### src/tcw_pkg.sv
`default_nettype none

package tcw_pkg;

    // field widths of the channels
    localparam int CMD_W      = 2;
    localparam int CHAR_W     = 8;
    localparam int IDX_W      = 11;
    localparam int POS_W      = 11;
    localparam int COLOR_W    = 4;
    localparam int CFG_IDX_W  = 1;
    localparam int CFG_DATA_W = COLOR_W;

    // command codes
    localparam logic [CMD_W-1:0] CMD_PRINT = 2'd0;
    localparam logic [CMD_W-1:0] CMD_CLEAR = 2'd1;
    localparam logic [CMD_W-1:0] CMD_READ  = 2'd2;

    // control characters
    localparam logic [CHAR_W-1:0] CH_NUL = 8'h00;
    localparam logic [CHAR_W-1:0] CH_BS  = 8'h08;
    localparam logic [CHAR_W-1:0] CH_TAB = 8'h09;
    localparam logic [CHAR_W-1:0] CH_LF  = 8'h0A;

    localparam int TAB_STEP = 4;

    // configuration register indexes
    localparam logic [CFG_IDX_W-1:0] REG_FG = 1'd0;
    localparam logic [CFG_IDX_W-1:0] REG_BG = 1'd1;

    localparam logic [COLOR_W-1:0] FG_RESET = 4'd15;
    localparam logic [COLOR_W-1:0] BG_RESET = 4'd0;

    // queue between front and back
    localparam int QDEPTH = 2;
    localparam int QPTR_W = 1;
    localparam int QCNT_W = 2;

    typedef enum logic [2:0] {
        K_NOP,
        K_PRINT,
        K_TAB,
        K_NEWLINE,
        K_BACKSPACE,
        K_CLEAR,
        K_READ
    } tcw_kind_t;

    typedef struct packed {
        tcw_kind_t          kind;
        logic [CHAR_W-1:0]  ch;
        logic [IDX_W-1:0]   idx;
    } tcw_op_t;

    typedef struct packed {
        logic [COLOR_W-1:0] bg;
        logic [COLOR_W-1:0] fg;
        logic [CHAR_W-1:0]  ch;
    } tcw_cell_t;

    typedef enum logic [2:0] {
        ST_INIT,
        ST_IDLE,
        ST_SCROLL,
        ST_WIPE,
        ST_BS_RD,
        ST_BS_CHK,
        ST_DONE
    } tcw_state_t;

endpackage

`default_nettype wire

### src/tcw_cmd_if.sv
`default_nettype none

interface tcw_cmd_if;
    import tcw_pkg::*;

    logic               valid;
    logic               ready;
    logic [CMD_W-1:0]   command;
    logic [CHAR_W-1:0]  char_code;
    logic [IDX_W-1:0]   cell_index;

    modport source (output valid, output command, output char_code, output cell_index,
                    input ready);
    modport sink   (input valid, input command, input char_code, input cell_index,
                    output ready);
endinterface

`default_nettype wire

### src/tcw_front.sv
`default_nettype none

module tcw_front #(
    parameter int CELLS = 2000
) (
    tcw_cmd_if.sink          cmd,
    input  logic             q_full,
    input  logic             init_busy,
    output logic             q_push,
    output tcw_pkg::tcw_op_t q_data
);
    import tcw_pkg::*;

    localparam int RB_W = $clog2(CELLS + 1);
    localparam int XW   = (RB_W > IDX_W) ? RB_W : IDX_W;

    logic [XW-1:0] idx_x;
    logic          in_range;

    assign cmd.ready = !q_full && !init_busy;
    assign q_push    = cmd.valid && cmd.ready;

    assign idx_x    = XW'(cmd.cell_index);
    assign in_range = (idx_x < XW'(CELLS));

    always_comb
    begin
        q_data.ch  = cmd.char_code;
        q_data.idx = cmd.cell_index;
        unique case (cmd.command)
            CMD_PRINT:
            begin
                unique case (cmd.char_code)
                    CH_NUL:  q_data.kind = K_NOP;
                    CH_BS:   q_data.kind = K_BACKSPACE;
                    CH_TAB:  q_data.kind = K_TAB;
                    CH_LF:   q_data.kind = K_NEWLINE;
                    default: q_data.kind = K_PRINT;
                endcase
            end
            CMD_CLEAR: q_data.kind = K_CLEAR;
            // out-of-range reads report zeros, same as a no-op
            CMD_READ:  q_data.kind = in_range ? K_READ : K_NOP;
            default:   q_data.kind = K_NOP;
        endcase
    end

endmodule

`default_nettype wire

### src/flat_wrapper.sv
// flat-port wrapper written by rule: the top's interface ports become plain ports
module tcw_front_flat import tcw_pkg::*;
#(
    parameter int CELLS = 2000
)
  (q_full, init_busy, q_push, q_data, cmd_valid, cmd_command, cmd_char_code, cmd_cell_index, cmd_ready);
  tcw_cmd_if cmd_i ();
  input  logic q_full;
  input  logic init_busy;
  output logic q_push;
  output tcw_pkg::tcw_op_t q_data;
  input wire logic [$bits(cmd_i.valid)-1:0] cmd_valid;
  input wire logic [$bits(cmd_i.command)-1:0] cmd_command;
  input wire logic [$bits(cmd_i.char_code)-1:0] cmd_char_code;
  input wire logic [$bits(cmd_i.cell_index)-1:0] cmd_cell_index;
  output wire logic [$bits(cmd_i.ready)-1:0] cmd_ready;
  assign cmd_i.valid = cmd_valid;
  assign cmd_i.command = cmd_command;
  assign cmd_i.char_code = cmd_char_code;
  assign cmd_i.cell_index = cmd_cell_index;
  assign cmd_ready = cmd_i.ready;
  tcw_front #(.CELLS(CELLS)) u_core (.cmd(cmd_i), .q_full(q_full), .init_busy(init_busy), .q_push(q_push), .q_data(q_data));
endmodule
### config.mk
export PLATFORM = sky130hd
export DESIGN_NAME = tcw_front_flat
export DESIGN_NICKNAME = d
export VERILOG_FILES = /design/src/tcw_pkg.sv /design/src/tcw_cmd_if.sv /design/src/tcw_front.sv /design/src/flat_wrapper.sv
export SDC_FILE = /design/constraint.sdc
export NUM_CORES = 1
export LEC_CHECK = 0
export ABC_AREA = 1
export BUFFER_PORTS_ARGS = -buffer_cell sky130_fd_sc_hd__clkbuf_2
export CORE_AREA = 2 2 39 41
export DETAILED_ROUTE_END_ITERATION = 10
export DIE_AREA = 0 0 41 43
export GPL_ROUTABILITY_DRIVEN = 0
export PLACE_DENSITY_LB_ADDON = 0.3
export SLEW_MARGIN = 20
export SYNTH_ARGS = -nofsm -noshare
export SYNTH_HDL_FRONTEND = slang
export SYNTH_SLANG_ARGS = --single-unit
### constraint.sdc
create_clock -name vclk -period 0.9
set_clock_uncertainty 0.05 [all_clocks]
set_input_delay 0.135 -clock vclk [all_inputs]
set_output_delay 0.135 -clock vclk [all_outputs]
set_load 0.02 [all_outputs]
# Yosys cells after proc, flatten, opt, wreduce, memory -nomap -nowiden
# Index checks and enable logic that the tools add are counted.
dict set report word_totals {
  regBits 0
  input_bits 24
  out_inout_bits 24
  elab_cells 15
}
dict set report op_classes {
  magnitude_cmp 1
  n_eq_ne 5
  n_mux 3
  n_reduce_logical 6
}
# operator count
set op_table {}
lappend op_table {{8-bit by 4-bit equality test with 1-bit output (second input constant)} 3}
lappend op_table {{3-bit one-hot mux with 4 select lines} 1}
lappend op_table {{11-bit < comparator (second input constant)} 1}
lappend op_table {{3-bit one-hot mux with 3 select lines} 1}
lappend op_table {{8-bit zero test} 1}
lappend op_table {{3-bit two-way mux} 1}
lappend op_table {{2-bit by 1-bit equality test with 1-bit output (second input constant)} 1}
lappend op_table {{2-bit equality test (second input constant)} 1}
lappend op_table {{1-bit logical AND} 2}
lappend op_table {{1-bit zero test} 2}
lappend op_table {{2-bit zero test} 1}

# Depth between registers and ports, before layout
dict set report depth {
  word_depth 3
  depth_mapped 6
  ltp_nobuf 6
}

# Worst setup path after synthesis
# Ideal clock, no wire load.
dict set report synth_path {
  path_kind {input-to-output}
  startpoint {in cmd_char_code[5]}
  endpoint {out q_data[19] in the netlist's numbering}
  arrival_time_ps 686
  required_time_ps 715
  path_slack_ps 29
  stages 5
  cell_sequence {nor2_4 nand3_1 nor2_1 nor2_1 a21oi_2}
}
# item line
set synth_rtl {}
lappend synth_rtl {{start: declaration} flat_wrapper.sv:14} ;# input wire logic [$bits(cmd_i.char_code)-1:0] cmd_char_code;
lappend synth_rtl {{end: declaration} flat_wrapper.sv:11} ;# output tcw_pkg::tcw_op_t q_data;

==> out/results.txt <==
Router iterations before antenna repair = 2
Area occupied by multi-input gates = 170 µm²
Vias in the first global route = 300
Tot GR Track Use = 6.99%
CP endpoint kind = output port
Layout clock buffers = 0
Port bufs = 40
Fin util = 35.3%
Worst VDD drop = 156 µV
Core Area = 0.00138 mm²
Largest area contributor in the netlist = buf_4
RSZ-0062 raised after global routing = yes
Worst path required time = 0.71 ns
Setup CP Type = input pin to output port
Post-synthesis mux area share = 0%
Mapped Cells = 52
Max Fanout on Critical Path = 4
WP buf/inv = 2
Seq cells = 0
Status = finished, violations left
Largest net degree at the start of global routing = 6
CP delay by family, top = simple AND/OR/NAND/NOR gates
Mean Syn Cell Area = 5.97 µm²
Die height = 43 µm
Vias/cell = 4.18
Share of post-route cells with drive strength above 1 = 68.8%
Worst-path cell chain = buf_8 > nor2_4 > nand3_2 > nor2_2 > nor2_1 > a21oi_2 > buf_6
Crit path DAT = 0.88 ns
DR WL/cell = 8.32 µm
Setup violations, final = 3
Maximum clock frequency = 0.941 GHz
Most frequent cells in the layout = clkbuf_2 (33), nor2_1 (6), nand2_1 (6), buf_6 (4), buf_4 (4)
Post-Syn Area = 310 µm²
XOR/XNOR Fraction of Synth Area = 2.82%
Failing checks = setup timing
P_leak = 0.281 nW
Fill cells = 156
Final number of hold-violating endpoints = 0
Total Routed Length = 774 µm
Placement Cell Area = 418 µm²
Diode count = 0
Post-synth cell types = 13
Commonest non-fill, non-tap cell in the layout = clkbuf_2
1st-iter DRT viols = 1
Worst hold-check path type = input pin to output port
Max-slew violation count = 0
Area delta synth->final = 57.3%
Slew HR = 88.9%
Largest family of logic cells by synthesized area = buffers and inverters
PwrDens = 527 mW/mm²
Worst path max stage delay = 0.13 ns
Width of the chip = 41 µm
Syn Nets = 76
DRC Markers = 0
Least-Margin Pin Slew = 0.164 ns
HPWL after detailed placement = 632 µm
Slowest-stage cell, CP = nor2_4
Vias = 389
Register area share after synthesis = 0%
Core Rows = 14
DRT antenna net count = 0
Top cell type's share of synthesized area = 46.0%
Setup WS post-layout = -0.162 ns
Total gr overflow = 0
Post-route clock period utilization = 118%
Synth top area cells = buf_4 (46%), nor2_1 (9.7%), nand2_1 (8.5%), nor2_4 (7.3%), nand4_1 (6.0%)
Max-cap check violation count = 0
Die area = 0.00176 mm²
I/O pin count = 48
Initial core utilization = 22.4%
Initial antenna violation count = 0
Synth Area in Compound Gates = 6.05%
Post-synthesis simple-gate area fraction = 40.3%
Startpoint types = input pin
First-pass GRT wire length = 945 µm
Final nets = 103
Finished layout cell area = 488 µm²
Yosys Warn Count = 0
Min Tclk post-route = 1.06 ns
Seq. cell area = 0 µm²
Adder-Cell Fraction of Synth Area = 0%
==> layout make-up <==
cell class / instances / share of cell area, %
inverter: 4 / 3.08
timing repair buffer: 44 / 57.9
tap: 16 / 4.10
multi-input combinational: 29 / 34.9
==> cell usage after synthesis <==
cell type	instances
o21ai_0	1
o21ai_1	1
xor2_1	1
buf_4	19
nor2_1	8
a21oi_2	1
nor3b_1	1
nand2_1	7
nor3_1	1
inv_1	4
nand3_1	3
nand4_1	3
nor2_4	2
==> per-stage QoR <==
step                      TNS [ns]  worst slack [ns]  hold WS (ns)  power (mW)  std cells
after global placement      -0.465            -0.183         0.220       0.223         93
after detailed placement    -0.483            -0.193         0.220       0.225         93
final                       -0.430            -0.162         0.220       0.257         93
after floorplan                  0            0.0289         0.262       0.178         52
after CTS                   -0.461            -0.193         0.220       0.236         93
after global routing        -0.599            -0.224         0.220       0.278         93
==> power breakdown <==
part           internal [mW]  switching, mW  total (mW)  leakage [nW]
combinational          0.116          0.141       0.257         0.281
clock                      0              0           0             0
sequential                 0              0           0             0
==> path summary, 6_finish.rpt <==
check	start	endpoint	slack, ns	cells past startpoint
max	cmd_char_code[6]	q_data[19]	-0.16	7
min	cmd_cell_index[3]	q_data[3]	0.22	0
==> routing by layer <==
layer  vias to the layer above  routed length [µm]  track usage [%]
met5                         -                   0                0
met4                         0                   0                0
met3                         0                  66                0
met2                        20                 433             16.9
met1                       170                 275             5.06
li1                        199                   -                -
==> timing repair <==
action,CTS,global route
cloned,0,0
endpoints found under the setup margin,3,3
pin swaps,0,9
gates resized for setup,5,19
hold buffers,0,0
setup buffers,0,0
==> kinds of logic after synthesis <==
kind of cell / after synthesis
AOI/OAI and AO/OA: 3
xor gates and xnor gates: 1
buffers and inverters: 23
and+or+nand+nor: 25
Power figures use the tool's default switching activity.
