===== config.mk =====
export PLATFORM = sky130hd
export DESIGN_NAME = tcw_queue
export DESIGN_NICKNAME = d
export VERILOG_FILES = /design/src/tcw_pkg.sv /design/src/tcw_queue.sv
export SDC_FILE = /design/constraint.sdc
export NUM_CORES = 1
export LEC_CHECK = 0
export BUFFER_PORTS_ARGS = -buffer_cell sky130_fd_sc_hd__buf_4
export CAP_MARGIN = 20
export CORE_ASPECT_RATIO = 0.6
export CORE_MARGIN = 2
export CORE_UTILIZATION = 25
export CTS_CLUSTER_DIAMETER = 40
export DETAILED_ROUTE_END_ITERATION = 8
export HOLD_SLACK_MARGIN = 0.12
export PLACE_DENSITY = 0.44
export SLEW_MARGIN = 15
export SYNTH_ARGS = -nofsm -noshare
export SYNTH_HDL_FRONTEND = slang
export SYNTH_SLANG_ARGS = --single-unit

===== constraint.sdc =====
create_clock -name clk -period 3.3 [get_ports clk]
set_input_delay 0.165 -clock clk [delete_from_list [all_inputs] [get_ports clk]]
set_output_delay 0.165 -clock clk [all_outputs]
set_load 0.01 [all_outputs]

===== src/tcw_pkg.sv =====
`default_nettype none

package tcw_pkg;

    // field widths of the channels
    localparam int CMD_W      = 2;
    localparam int CHAR_W     = 8;
    localparam int IDX_W      = 11;
    localparam int POS_W      = 11;
    localparam int COLOR_W    = 4;
    localparam int CFG_IDX_W  = 1;
    localparam int CFG_DATA_W = COLOR_W;

    // command codes
    localparam logic [CMD_W-1:0] CMD_PRINT = 2'd0;
    localparam logic [CMD_W-1:0] CMD_CLEAR = 2'd1;
    localparam logic [CMD_W-1:0] CMD_READ  = 2'd2;

    // control characters
    localparam logic [CHAR_W-1:0] CH_NUL = 8'h00;
    localparam logic [CHAR_W-1:0] CH_BS  = 8'h08;
    localparam logic [CHAR_W-1:0] CH_TAB = 8'h09;
    localparam logic [CHAR_W-1:0] CH_LF  = 8'h0A;

    localparam int TAB_STEP = 4;

    // configuration register indexes
    localparam logic [CFG_IDX_W-1:0] REG_FG = 1'd0;
    localparam logic [CFG_IDX_W-1:0] REG_BG = 1'd1;

    localparam logic [COLOR_W-1:0] FG_RESET = 4'd15;
    localparam logic [COLOR_W-1:0] BG_RESET = 4'd0;

    // queue between front and back
    localparam int QDEPTH = 2;
    localparam int QPTR_W = 1;
    localparam int QCNT_W = 2;

    typedef enum logic [2:0] {
        K_NOP,
        K_PRINT,
        K_TAB,
        K_NEWLINE,
        K_BACKSPACE,
        K_CLEAR,
        K_READ
    } tcw_kind_t;

    typedef struct packed {
        tcw_kind_t          kind;
        logic [CHAR_W-1:0]  ch;
        logic [IDX_W-1:0]   idx;
    } tcw_op_t;

    typedef struct packed {
        logic [COLOR_W-1:0] bg;
        logic [COLOR_W-1:0] fg;
        logic [CHAR_W-1:0]  ch;
    } tcw_cell_t;

    typedef enum logic [2:0] {
        ST_INIT,
        ST_IDLE,
        ST_SCROLL,
        ST_WIPE,
        ST_BS_RD,
        ST_BS_CHK,
        ST_DONE
    } tcw_state_t;

endpackage

`default_nettype wire


===== src/tcw_queue.sv =====
`default_nettype none

module tcw_queue (
    input  logic             clk,
    input  logic             rst_n,
    input  logic             push,
    input  tcw_pkg::tcw_op_t din,
    output logic             full,
    input  logic             pop,
    output logic             valid,
    output tcw_pkg::tcw_op_t dout
);
    import tcw_pkg::*;

    tcw_op_t             entry_reg [QDEPTH];
    logic [QPTR_W-1:0]   wr_ptr_reg;
    logic [QPTR_W-1:0]   wr_ptr_next;
    logic [QPTR_W-1:0]   rd_ptr_reg;
    logic [QPTR_W-1:0]   rd_ptr_next;
    logic [QCNT_W-1:0]   count_reg;
    logic [QCNT_W-1:0]   count_next;
    logic                do_push;
    logic                do_pop;

    assign full    = (count_reg == QCNT_W'(QDEPTH));
    assign valid   = (count_reg != '0);
    assign dout    = entry_reg[rd_ptr_reg];
    assign do_push = push && !full;
    assign do_pop  = pop && valid;

    always_comb
    begin
        wr_ptr_next = do_push ? wr_ptr_reg + 1'b1 : wr_ptr_reg;
        rd_ptr_next = do_pop ? rd_ptr_reg + 1'b1 : rd_ptr_reg;
        count_next  = count_reg;
        if (do_push && !do_pop)
        begin
            count_next = count_reg + 1'b1;
        end
        else if (do_pop && !do_push)
        begin
            count_next = count_reg - 1'b1;
        end
    end

    always_ff @(posedge clk or negedge rst_n)
    begin
        if (!rst_n)
        begin
            wr_ptr_reg <= '0;
            rd_ptr_reg <= '0;
            count_reg  <= '0;
        end
        else
        begin
            wr_ptr_reg <= wr_ptr_next;
            rd_ptr_reg <= rd_ptr_next;
            count_reg  <= count_next;
        end
    end

    always_ff @(posedge clk)
    begin
        if (do_push)
        begin
            entry_reg[wr_ptr_reg] <= din;
        end
    end

endmodule

`default_nettype wire


== Word level (Yosys, flattened, before mapping) ==
Memories as Yosys holds them, arrays and structs flattened.
Index checks and enable logic that the tools add are counted.

* Mux-type cells: 4
* Reduce and logical (&&, ||, !) cells: 9
* Equal/unequal tests: 1
* $add $sub $neg: 4

{| class="wikitable"
|+ Operators with widths
! cell !! count
|-
| 1-bit logical AND || 4
|-
| 2-bit two-way mux || 2
|-
| 2-bit nonzero test || 2
|-
| 1-bit zero test || 3
|-
| 1-bit adder, second input constant || 2
|-
| 2-bit by 1-bit adder with 2-bit output, second input constant || 1
|-
| 2-bit equality test, second input constant || 1
|-
| 1-bit two-way mux || 2
|-
| 2-bit by 1-bit subtractor with 2-bit output, second input constant || 1
|}

* Word-level logic and storage cells: 22
* Memories: 1
* Memory bits (writable): 44
* Input port bits: 26
* Register bits: 4
* Output and inout bits: 24

{| class="wikitable"
|+ Memory list
! name !! depth !! bits a word !! rd ports !! clocked after memory_dff !! wr ports !! line !! text
|-
| entry_reg || 2 || 22 || 1 || 0 || 1 || tcw_queue.sv:15 || <nowiki>tcw_op_t entry_reg [QDEPTH];</nowiki>
|}

== Longest topological paths before layout ==
Gate-level depths: netlist of the first run.

* Depth in word-level cells: 7
* Mapped depth: 7
* Depth with buffers taken out: 7

== Worst setup path after synthesis of the first run ==
OpenSTA, ideal clock, no wires.

* Path type: register to register
* From: reg count_reg[0]
* To: mem entry_reg[0][0] (netlist name), enable pin
* Clock period less this slack: 1.965 ns
* Arrival time: 1.565 ns
* Slack: 1.335 ns
* Stages on the path, launching flop included: 4
* Data required time: 2.899 ns
* Setup time: 0.401 ns
* Cells stage by stage: dfrtp_1 -> nand2b_1 -> nand2_1 -> nor2_1

* Longest elaborated chain between the ends: 5

{| class="wikitable"
|+ RTL lines
! element !! line !! text
|-
| from (decl) || tcw_queue.sv:20 || <nowiki>logic [QCNT_W-1:0] count_reg;</nowiki>
|-
| from (signal assigned) || tcw_queue.sv:58 || <nowiki>count_reg <= count_next;</nowiki>
|-
| 2-bit equality test || tcw_queue.sv:25 || <nowiki>assign full = (count_reg == QCNT_W'(QDEPTH));</nowiki>
|-
| 1-bit zero test || tcw_queue.sv:28 || <nowiki>assign do_push = push && !full;</nowiki>
|-
| 1-bit logical AND || tcw_queue.sv:28 ||
|-
| 1-bit two-way mux || tcw_queue.sv:64 || <nowiki>if (do_push)</nowiki>
|-
| 1-bit two-way mux (not written as such) || tcw_queue.sv:66 || <nowiki>entry_reg[wr_ptr_reg] <= din;</nowiki>
|-
| to (decl) || tcw_queue.sv:15 ||
|}

Every way passes these cells.

==> impl_metrics.json, run 1 <==
{
  "outcome": "finished clean",
  "tightest_slew_ns": 0.9732,
  "grt_first_pass_wirelength_um": 5133,
  "grt_pass1_vias": 1051,
  "syn_avg_cell_area_um2": 20.59,
  "cp-end-kind": "output port",
  "irDropWorstVdd_v": 0.0002700,
  "num_rows": 23,
  "tns_ns": 0,
  "max_stage_delay_ns": 0.98,
  "numPortBuffers": 49,
  "skew_ns": 0.005910,
  "syn_area_um2": 1792,
  "finalMaxSlewViolations": 0,
  "cts_tree": "built",
  "clk_latency_ns": 0.28,
  "yosysTopAreaCell": "edfxtp_1",
  "io_pins": 50,
  "cellPowerDensity_nw_per_um2": 808.0,
  "worstPathCellList": "mux2_2 > buf_4",
  "synth-seq-area-share_pct": 79.33,
  "rrSetupSlack_ns": 1.68,
  "antenna_found_initial": 0,
  "required_ns": 3.13,
  "first_pass_iters": 4,
  "finalCriticalPeriod_ns": 2.020,
  "clock_sinks": 48,
  "htreeDepth": 2,
  "die_area_um2": 7882,
  "cts-root-buf": "clkbuf_16",
  "synth_area_leaders": "edfxtp_1 (74%), mux2_2 (14%), dfrtp_1 (5.6%)",
  "synthTopCellsByCount": "edfxtp_1 (44), mux2_2 (22), dfrtp_1 (4)",
  "vias_per_cell": 3.957,
  "crit_buf_inv": 1,
  "synthCells": 87,
  "largest_reg_flops": 44,
  "finalPower_w": 0.002156,
  "final_hold_viol_count": 0,
  "fmax_mhz": 495.1,
  "core-area_um2": 6792,
  "ys.flop_type": "edfxtp_1",
  "fp.dieH_um": 69.58,
  "worst-setup-path-type": "reg2out",
  "ant_nets": 0,
  "rsz0062_at_grt": "false",
  "grt_max_degree": 24,
  "startpoint_type": "flop",
  "antennaDiodeCount": 0,
  "final_util_pct": 39.30,
  "track_usage_pct": 8.645,
  "critPathSlowestCell": "dfrtp_1",
  "nets": 193,
  "routed_wl_um": 3246,
  "die-width_um": 113.3,
  "slew_headroom_pct": 35.12,
  "drc": 0,
  "async_reset_ff_share_pct": 8.333,
  "gp_congestion": 0.7238,
  "dr.first_iter.drc_count": 24,
  "p_leak_nw": 1.024,
  "synth-warning-count": 0,
  "fin_crit_sh_pct": 61.21,
  "wl_per_cell_um": 12.78,
  "setup_viol": 0,
  "synth_seq_cells": 48,
  "path_delay_family": "flip-flops",
  "synth_enable_flop_cells": 44,
  "clock_path_buffers": 2,
  "cp_data_arrival_time_ns": 1.85,
  "cts_resized": 0,
  "vias": 1005,
  "synth_top_area_share_pct": 73.74,
  "syn-num-nets": 114,
  "synth_cell_types": 14,
  "holdCritPathClass": "in2reg",
  "start_util_pct": 26.38,
  "cts.clk_slew.worst_paths_ns": 0.06,
  "max-cap-violations": 0,
  "yosysMostFrequentCell": "edfxtp_1",
  "cts_buffers": 5,
  "area_delta_synth_final_pct": 48.95,
  "cp_max_fo": 23,
  "overflow": 0,
  "drive_gt1_share_pct": 49.70
}
-- layout by cell type, fill, tap and decap left out --
cell           instances
and3_1                 1
nand2b_1               1
clkbuf_16              5
buf_8                  1
xnor2_1                3
clkinvlp_4             1
edfxtp_1              44
nor2_1                 1
dlygate4sd3_1         23
bufinv_16              1
mux2_2                22
xor2_1                 2
dfrtp_1                4
nor2_2                 1
nand2_1                1
or2_1                  1
inv_1                  2
clkinv_2               1
ha_1                   1
nand2_2                1
buf_4                 50
-- routing by layer --
metal  track usage, %  routed length, um  share of wire, %
met5                0                  0                 0
met4            1.626                  0                 0
met3            3.584                194               6.0
met2            14.57               1510                47
met1            10.53               1541                47
-- report_power, final --
| group | switching, W | internal (W) | total (W) | leakage [nW] |
|---|---|---|---|---|
| logic | 0.000291 | 0.000385 | 0.000675 | 0.489 |
| registers | 0.0000951 | 0.000837 | 0.000932 | 0.455 |
| clock network | 0.000194 | 0.000355 | 0.000549 | 0.0798 |
| total | 0.000580 | 0.00158 | 0.00216 | 1.02 |
-- area by class of cell --
| type | count | area (um2) |
|---|---|---|
| Fill cell | 648 | 4123 |
| Sequential cell | 48 | 1421 |
| Timing Repair Buffer | 74 | 620.6 |
| Multi-Input combinational cell | 35 | 342.8 |
| Clock buffer | 5 | 125.1 |
| Tap cell | 87 | 108.9 |
| Clock inverter | 3 | 42.54 |
| Inverter | 2 | 7.507 |
-- timing repair --
item | CTS | global route
endpoints found under the hold margin | 48 | 0
hold buffers | 23 | 0
setup buffers | 0 | 0
-- worst reg2reg max path: stages, from the launching register on --
cell and delay [ns]:
dfrtp_1 0.40, nand2b_1 0.16, and3_1 0.54, buf_8 0.23
-- kinds of logic (layout without fill, tap and decap cells) --
| group | Yosys count | after routing | synth area share [%] |
|---|---|---|---|
| simple gates | 7 | 7 | 2.026 |
| xor+xnor | 5 | 5 | 2.445 |
| buf+inv | 4 | 84 | 1.676 |
| fa+ha+maj | 1 | 1 | 0.6982 |
| flops | 48 | 48 | 79.33 |
| mux | 22 | 22 | 13.83 |
-- worst paths after layout --
path,start,cells past startpoint,to
worst min-delay path,pop,3,rd_ptr_reg
max in group asynchronous,rst_n,2,rd_ptr_reg
worst max register to register,count_reg[0],3,entry_reg[1][19]
min in group asynchronous,rst_n,2,count_reg[0]
worst max-delay path,rd_ptr_reg,2,dout[14]
worst min register to register,count_reg[1],1,count_reg[1]
-- metrics by stage --
stage	hold WS [ns]	cell area [um2]	setup WS, ns	instances
global placement	-0.03527	2256	1.515	222
CTS	0.1511	2654	1.225	253
floorplan	-0.1306	1792	1.335	87
detailed placement	-0.03136	2256	1.413	222
global route	0.1615	2669	1.162	254
finish	0.1603	2669	1.280	254
Power figures use the tool's default switching activity.
==> run 2, diff against run 1 <==
--- a/config.mk
+++ b/config.mk
@@ -13,7 +13,7 @@
 export CTS_CLUSTER_DIAMETER = 40
 export DETAILED_ROUTE_END_ITERATION = 8
 export HOLD_SLACK_MARGIN = 0.12
-export PLACE_DENSITY = 0.44
+export PLACE_DENSITY = 0.46
 export SLEW_MARGIN = 15
 export SYNTH_ARGS = -nofsm -noshare
 export SYNTH_HDL_FRONTEND = slang
==> constraint.sdc (replaced) <==
create_clock -name clk -period 1.8 [get_ports clk]
set_input_delay 0.09 -clock clk [delete_from_list [all_inputs] [get_ports clk]]
set_output_delay 0.09 -clock clk [all_outputs]
set_load 0.01 [all_outputs]
==> impl_metrics.json, run 2 (synthesized netlist as in run 1, its figures left out) <==
{
  "cp_data_arrival_time_ns": 1.73,
  "final_hold_viol_count": 0,
  "irDropWorstVdd_v": 0.0004777,
  "finalCriticalPeriod_ns": 1.540,
  "rsz0062_at_grt": "false",
  "skew_ns": 0.004291,
  "cp_max_fo": 4,
  "antenna_found_initial": 0,
  "max-cap-violations": 0,
  "core-area_um2": 6792,
  "grt_pass1_vias": 1061,
  "clock_sinks": 48,
  "final_cell_mix": "buf_4 (52), edfxtp_1 (44), dlygate4sd3_1 (24)",
  "postCtsHoldBufs": 24,
  "wl_per_cell_um": 12.79,
  "r2r-start": "count_reg[0]",
  "die_area_um2": 7882,
  "clock_path_buffers": 2,
  "layout.cells.most_common": "buf_4",
  "clk_latency_ns": 0.28,
  "required_ns": 1.99,
  "dr.first_iter.drc_count": 22,
  "fillers": 639,
  "antennaDiodeCount": 0,
  "nets": 196,
  "cts_resized": 0,
  "num_rows": 23,
  "io_pins": 50,
  "largest_reg_flops": 44,
  "slew_headroom_pct": 78.17,
  "overflow": 0,
  "whs_ns": 0.1445,
  "vias": 1018,
  "holdCritPathClass": "in2async",
  "fp.dieH_um": 69.58,
  "drc": 0,
  "setup_viol": 0,
  "area_delta_synth_final_pct": 51.61,
  "max_stage_delay_ns": 0.42,
  "worstPathCellList": "nand2b_1 > nand2_1 > inv_1 > ha_1 > xor2_1 > nor2_1 > xor2_1",
  "vias_per_cell": 3.977,
  "pre_cts_ws_ns": 0.2980,
  "grt_max_degree": 23,
  "htreeDepth": 2,
  "die-width_um": 113.3,
  "crit_path_start": "count_reg[0]",
  "fmax_mhz": 649.3,
  "p_leak_nw": 1.049,
  "grt_first_pass_wirelength_um": 5181,
  "start_util_pct": 26.38,
  "rrSetupSlack_ns": 0.26,
  "numPortBuffers": 49,
  "routed_wl_um": 3273,
  "reg2reg_depth": 7,
  "first_pass_iters": 4,
  "drive_gt1_share_pct": 49.70,
  "setup_ws_ns": 0.2599,
  "ant_nets": 0,
  "cellPowerDensity_nw_per_um2": 1527,
  "cts_buffers": 5,
  "cts.clk_slew.worst_paths_ns": 0.06,
  "hpwl_um": 2224,
  "finalMaxSlewViolations": 0,
  "critPathSlowestCell": "dfrtp_1",
  "gp_congestion": 0.6416,
  "tns_ns": 0,
  "crit_end": "count_reg[1]",
  "cts_setup_buffers": 0,
  "crit_top_cell": "xor2_1",
  "cts_tree": "built",
  "finalPower_w": 0.004148,
  "outcome": "finished clean",
  "worst-setup-path-type": "reg2reg",
  "fin_crit_sh_pct": 85.56,
  "startpoint_type": "flop",
  "cp-end-kind": "flop",
  "track_usage_pct": 8.723,
  "tightest_slew_ns": 0.3275,
  "r2r-end": "count_reg[1]",
  "cts-root-buf": "clkbuf_16"
}
==> run 2: cell count changes in the layout (fill, tap and decap cells not counted) <==
cell,before,now
clkinv_2,1,0
buf_8,1,0
buf_4,50,52
buf_12,0,1
bufinv_16,1,2
clkinvlp_4,1,0
dlygate4sd3_1,23,24
==> run 2: final cells by class <==
class / instances / area (um2) / area share (%)
Tap cell: 87 / 108.9 / 4.007
Inverter: 2 / 7.507 / 0.2764
Timing Repair Buffer: 77 / 650.6 / 23.95
Clock inverter: 2 / 60.06 / 2.211
Sequential cell: 48 / 1421 / 52.33
Multi-Input combinational cell: 35 / 342.8 / 12.62
Clock buffer: 5 / 125.1 / 4.606
==> run 2: worst max-delay path, delay by kind of cell, from the launching register on <==
kind,cells,cell delay (ns)
XOR/XNOR,2,0.32
AND/OR/NAND/NOR,3,0.44
buffers and inverters,1,0.06
flip-flops,1,0.42
adder cells (fa/ha/maj),1,0.21
==> run 2: routing by layer <==
layer	GRT usage (%)	part of all wire, %	up-vias
li1	-	-	492
met1	11.38	47	488
met2	13.51	46	35
met3	3.497	7.0	3
met4	2.439	0.76	0
met5	0	0	-
==> run 2: metrics by stage <==
step                utilization [%]  area, um2  std cells
finish                        40.00       2716        256
global route                  40.00       2716        256
CTS                           40.00       2716        256
detailed placement            33.73       2291        225
global placement              33.73       2291        225
floorplan                         -       1794         87
==> run 2: how the worst min path moves through the flow <==
stage	startpoint	cells past startpoint	end	slack [ns]
after detailed placement	rst_n	1	count_reg[1]	-0.11
after global placement	rst_n	1	count_reg[1]	-0.11
after floorplan	rst_n	0	count_reg[0]	-0.21
final	rst_n	2	count_reg[0]	0.14
after CTS	rst_n	2	count_reg[1]	0.13
after global routing	rst_n	2	wr_ptr_reg	0.15
==> run 2: report_power, final <==
part           switching, W  internal, W
registers         0.0000817      0.00154
clock network      0.000359     0.000787
logic              0.000644     0.000742
total               0.00108      0.00306
==> run 3, diff against run 2 <==
--- a/config.mk
+++ b/config.mk
@@ -8,10 +8,10 @@
 export BUFFER_PORTS_ARGS = -buffer_cell sky130_fd_sc_hd__buf_4
 export CAP_MARGIN = 20
 export CORE_ASPECT_RATIO = 0.6
-export CORE_MARGIN = 2
 export CORE_UTILIZATION = 25
 export CTS_CLUSTER_DIAMETER = 40
 export DETAILED_ROUTE_END_ITERATION = 8
+export GPL_ROUTABILITY_DRIVEN = 0
 export HOLD_SLACK_MARGIN = 0.12
 export PLACE_DENSITY = 0.46
 export SLEW_MARGIN = 15
==> constraint.sdc (replaced) <==
create_clock -name clk -period 1.8 [get_ports clk]
set_input_delay 0.09 -clock clk [delete_from_list [all_inputs] [get_ports clk]]
set_output_delay 0.09 -clock clk [all_outputs]
set_load 0.02 [all_outputs]
==> impl_metrics.json, run 3 (synthesized netlist as in run 1, its figures left out) <==
{
  "outcome": "finished, violations left",
  "failed_checks": "DRC",
  "tns_ns": 0,
  "fp.dieH_um": 67.58,
  "r2r-end": "count_reg[1]",
  "crit_end": "dout[1]",
  "htreeDepth": 2,
  "worstPathCellList": "buf_4 > mux2_2 > buf_4",
  "area_delta_synth_final_pct": 51.05,
  "first_pass_iters": 6,
  "clk_latency_ns": 0.28,
  "final_hold_viol_count": 0,
  "fillers": 669,
  "nets": 196,
  "num_rows": 23,
  "cts_tree": "built",
  "die_area_um2": 7520,
  "cellPowerDensity_nw_per_um2": 1555,
  "required_ns": 1.71,
  "p_leak_nw": 1.043,
  "setup_viol": 0,
  "tightest_slew_ns": 0.3434,
  "skew_ns": 0.003241,
  "start_util_pct": 26.38,
  "holdCritPathClass": "in2async",
  "rrSetupSlack_ns": 0.30,
  "drive_gt1_share_pct": 48.82,
  "cts_buffers": 5,
  "cp-end-kind": "output port",
  "crit_path_start": "rd_ptr_reg",
  "slew_headroom_pct": 77.11,
  "irDropWorstVdd_v": 0.0004192,
  "grt_pass1_vias": 1132,
  "cts_setup_buffers": 0,
  "antenna_found_initial": 0,
  "pre_cts_ws_ns": 0.3111,
  "grt_max_degree": 23,
  "setup_ws_ns": 0.1586,
  "fmax_mhz": 609.2,
  "r2r-start": "count_reg[0]",
  "cp_max_fo": 7,
  "top_layer_used": "met3",
  "worst-setup-path-type": "reg2out",
  "numPortBuffers": 49,
  "routed_wl_um": 3237,
  "grt_first_pass_wirelength_um": 5154,
  "largest_reg_flops": 44,
  "ant_nets": 0,
  "drc": 8,
  "vias_per_cell": 3.953,
  "cp_data_arrival_time_ns": 1.55,
  "fin_crit_sh_pct": 91.19,
  "dr_wl_met3_um": 234,
  "reg2reg_depth": 7,
  "cts-root-buf": "clkbuf_16",
  "antennaDiodeCount": 0,
  "route.met2.wl_um": 1556,
  "clock_sinks": 48,
  "wl_per_cell_um": 12.60,
  "max-cap-violations": 0,
  "crit_top_cell": "buf_4",
  "finalMaxSlewViolations": 0,
  "max_stage_delay_ns": 0.54,
  "rsz0062_at_grt": "false",
  "cts.clk_slew.worst_paths_ns": 0.06,
  "track_usage_pct": 9.328,
  "io_pins": 50,
  "fin_cells": 257,
  "layout.cells.most_common": "buf_4",
  "core-area_um2": 6792,
  "cts_resized": 0,
  "final_cell_mix": "buf_4 (51), edfxtp_1 (44), dlygate4sd3_1 (24)",
  "overflow": 0,
  "postCtsHoldBufs": 24,
  "clock_path_buffers": 2,
  "die-width_um": 111.3,
  "vias": 1016,
  "critPathSlowestCell": "dfrtp_1",
  "dp_cells": 225,
  "route.layer.met1.wl_um": 1446,
  "dr.first_iter.drc_count": 35,
  "hpwl_um": 2274,
  "finalCriticalPeriod_ns": 1.641,
  "startpoint_type": "flop"
}
run 3: cell count changes in the layout (fill, tap and decap cells not counted), sizes merged:
cell and delta:
bufinv -1, clkinv +2
run 3: where the power goes:
| part | internal (W) | leakage, nW | switching [W] |
|---|---|---|---|
| registers | 0.00154 | 0.455 | 0.000111 |
| clock network | 0.000645 | 0.0789 | 0.000348 |
| logic | 0.000778 | 0.508 | 0.000793 |
| total | 0.00296 | 1.04 | 0.00125 |
run 3: metrics by stage:
stage | power, W | utilization, % | hold slack [ns] | instance area (um2)
3_5_place_dp | 0.003241 | 33.92 | -0.1088 | 2303
5_1_grt | 0.004434 | 39.85 | 0.1749 | 2706
6_report | 0.004209 | 39.85 | 0.1688 | 2706
4_1_cts | 0.004289 | 39.85 | 0.1650 | 2706
2_1_floorplan | 0.002589 | - | -0.2056 | 1794
3_3_place_gp | 0.003206 | 33.92 | -0.1124 | 2303
run 3: critical path: cells and delay by family (launching register included):
family                 cells  cell delay, ns
buffers and inverters      2            0.39
DFF                        1            0.54
muxes                      1            0.35
run 3: worst min-delay path by stage:
stage,startpoint,to,cells past startpoint
2_1_floorplan,rst_n,count_reg[0],0
3_3_place_gp,rst_n,count_reg[0],1
3_5_place_dp,rst_n,rd_ptr_reg,1
4_1_cts,rst_n,count_reg[1],2
5_1_grt,rst_n,count_reg[1],2
6_report,rst_n,count_reg[0],2
run 3: final cells by class:
cell class                 count  area (um2)  share of cell area [%]
timing repair buffer          77       663.1                   24.50
clock inverter                 3       37.54                   1.387
sequential                    48        1421                   52.52
clock buffer                   5       125.1                   4.623
inverter                       2       7.507                  0.2774
multi-input combinational     35       342.8                   12.67
tap                           87       108.9                   4.022
run 3: per-layer routing:
metal  global-route usage [%]  vias to the layer above
met5                        0                        -
li1                         -                      489
met2                    16.33                       33
met4                    1.520                        0
met1                    11.05                      494
met3                    3.950                        0
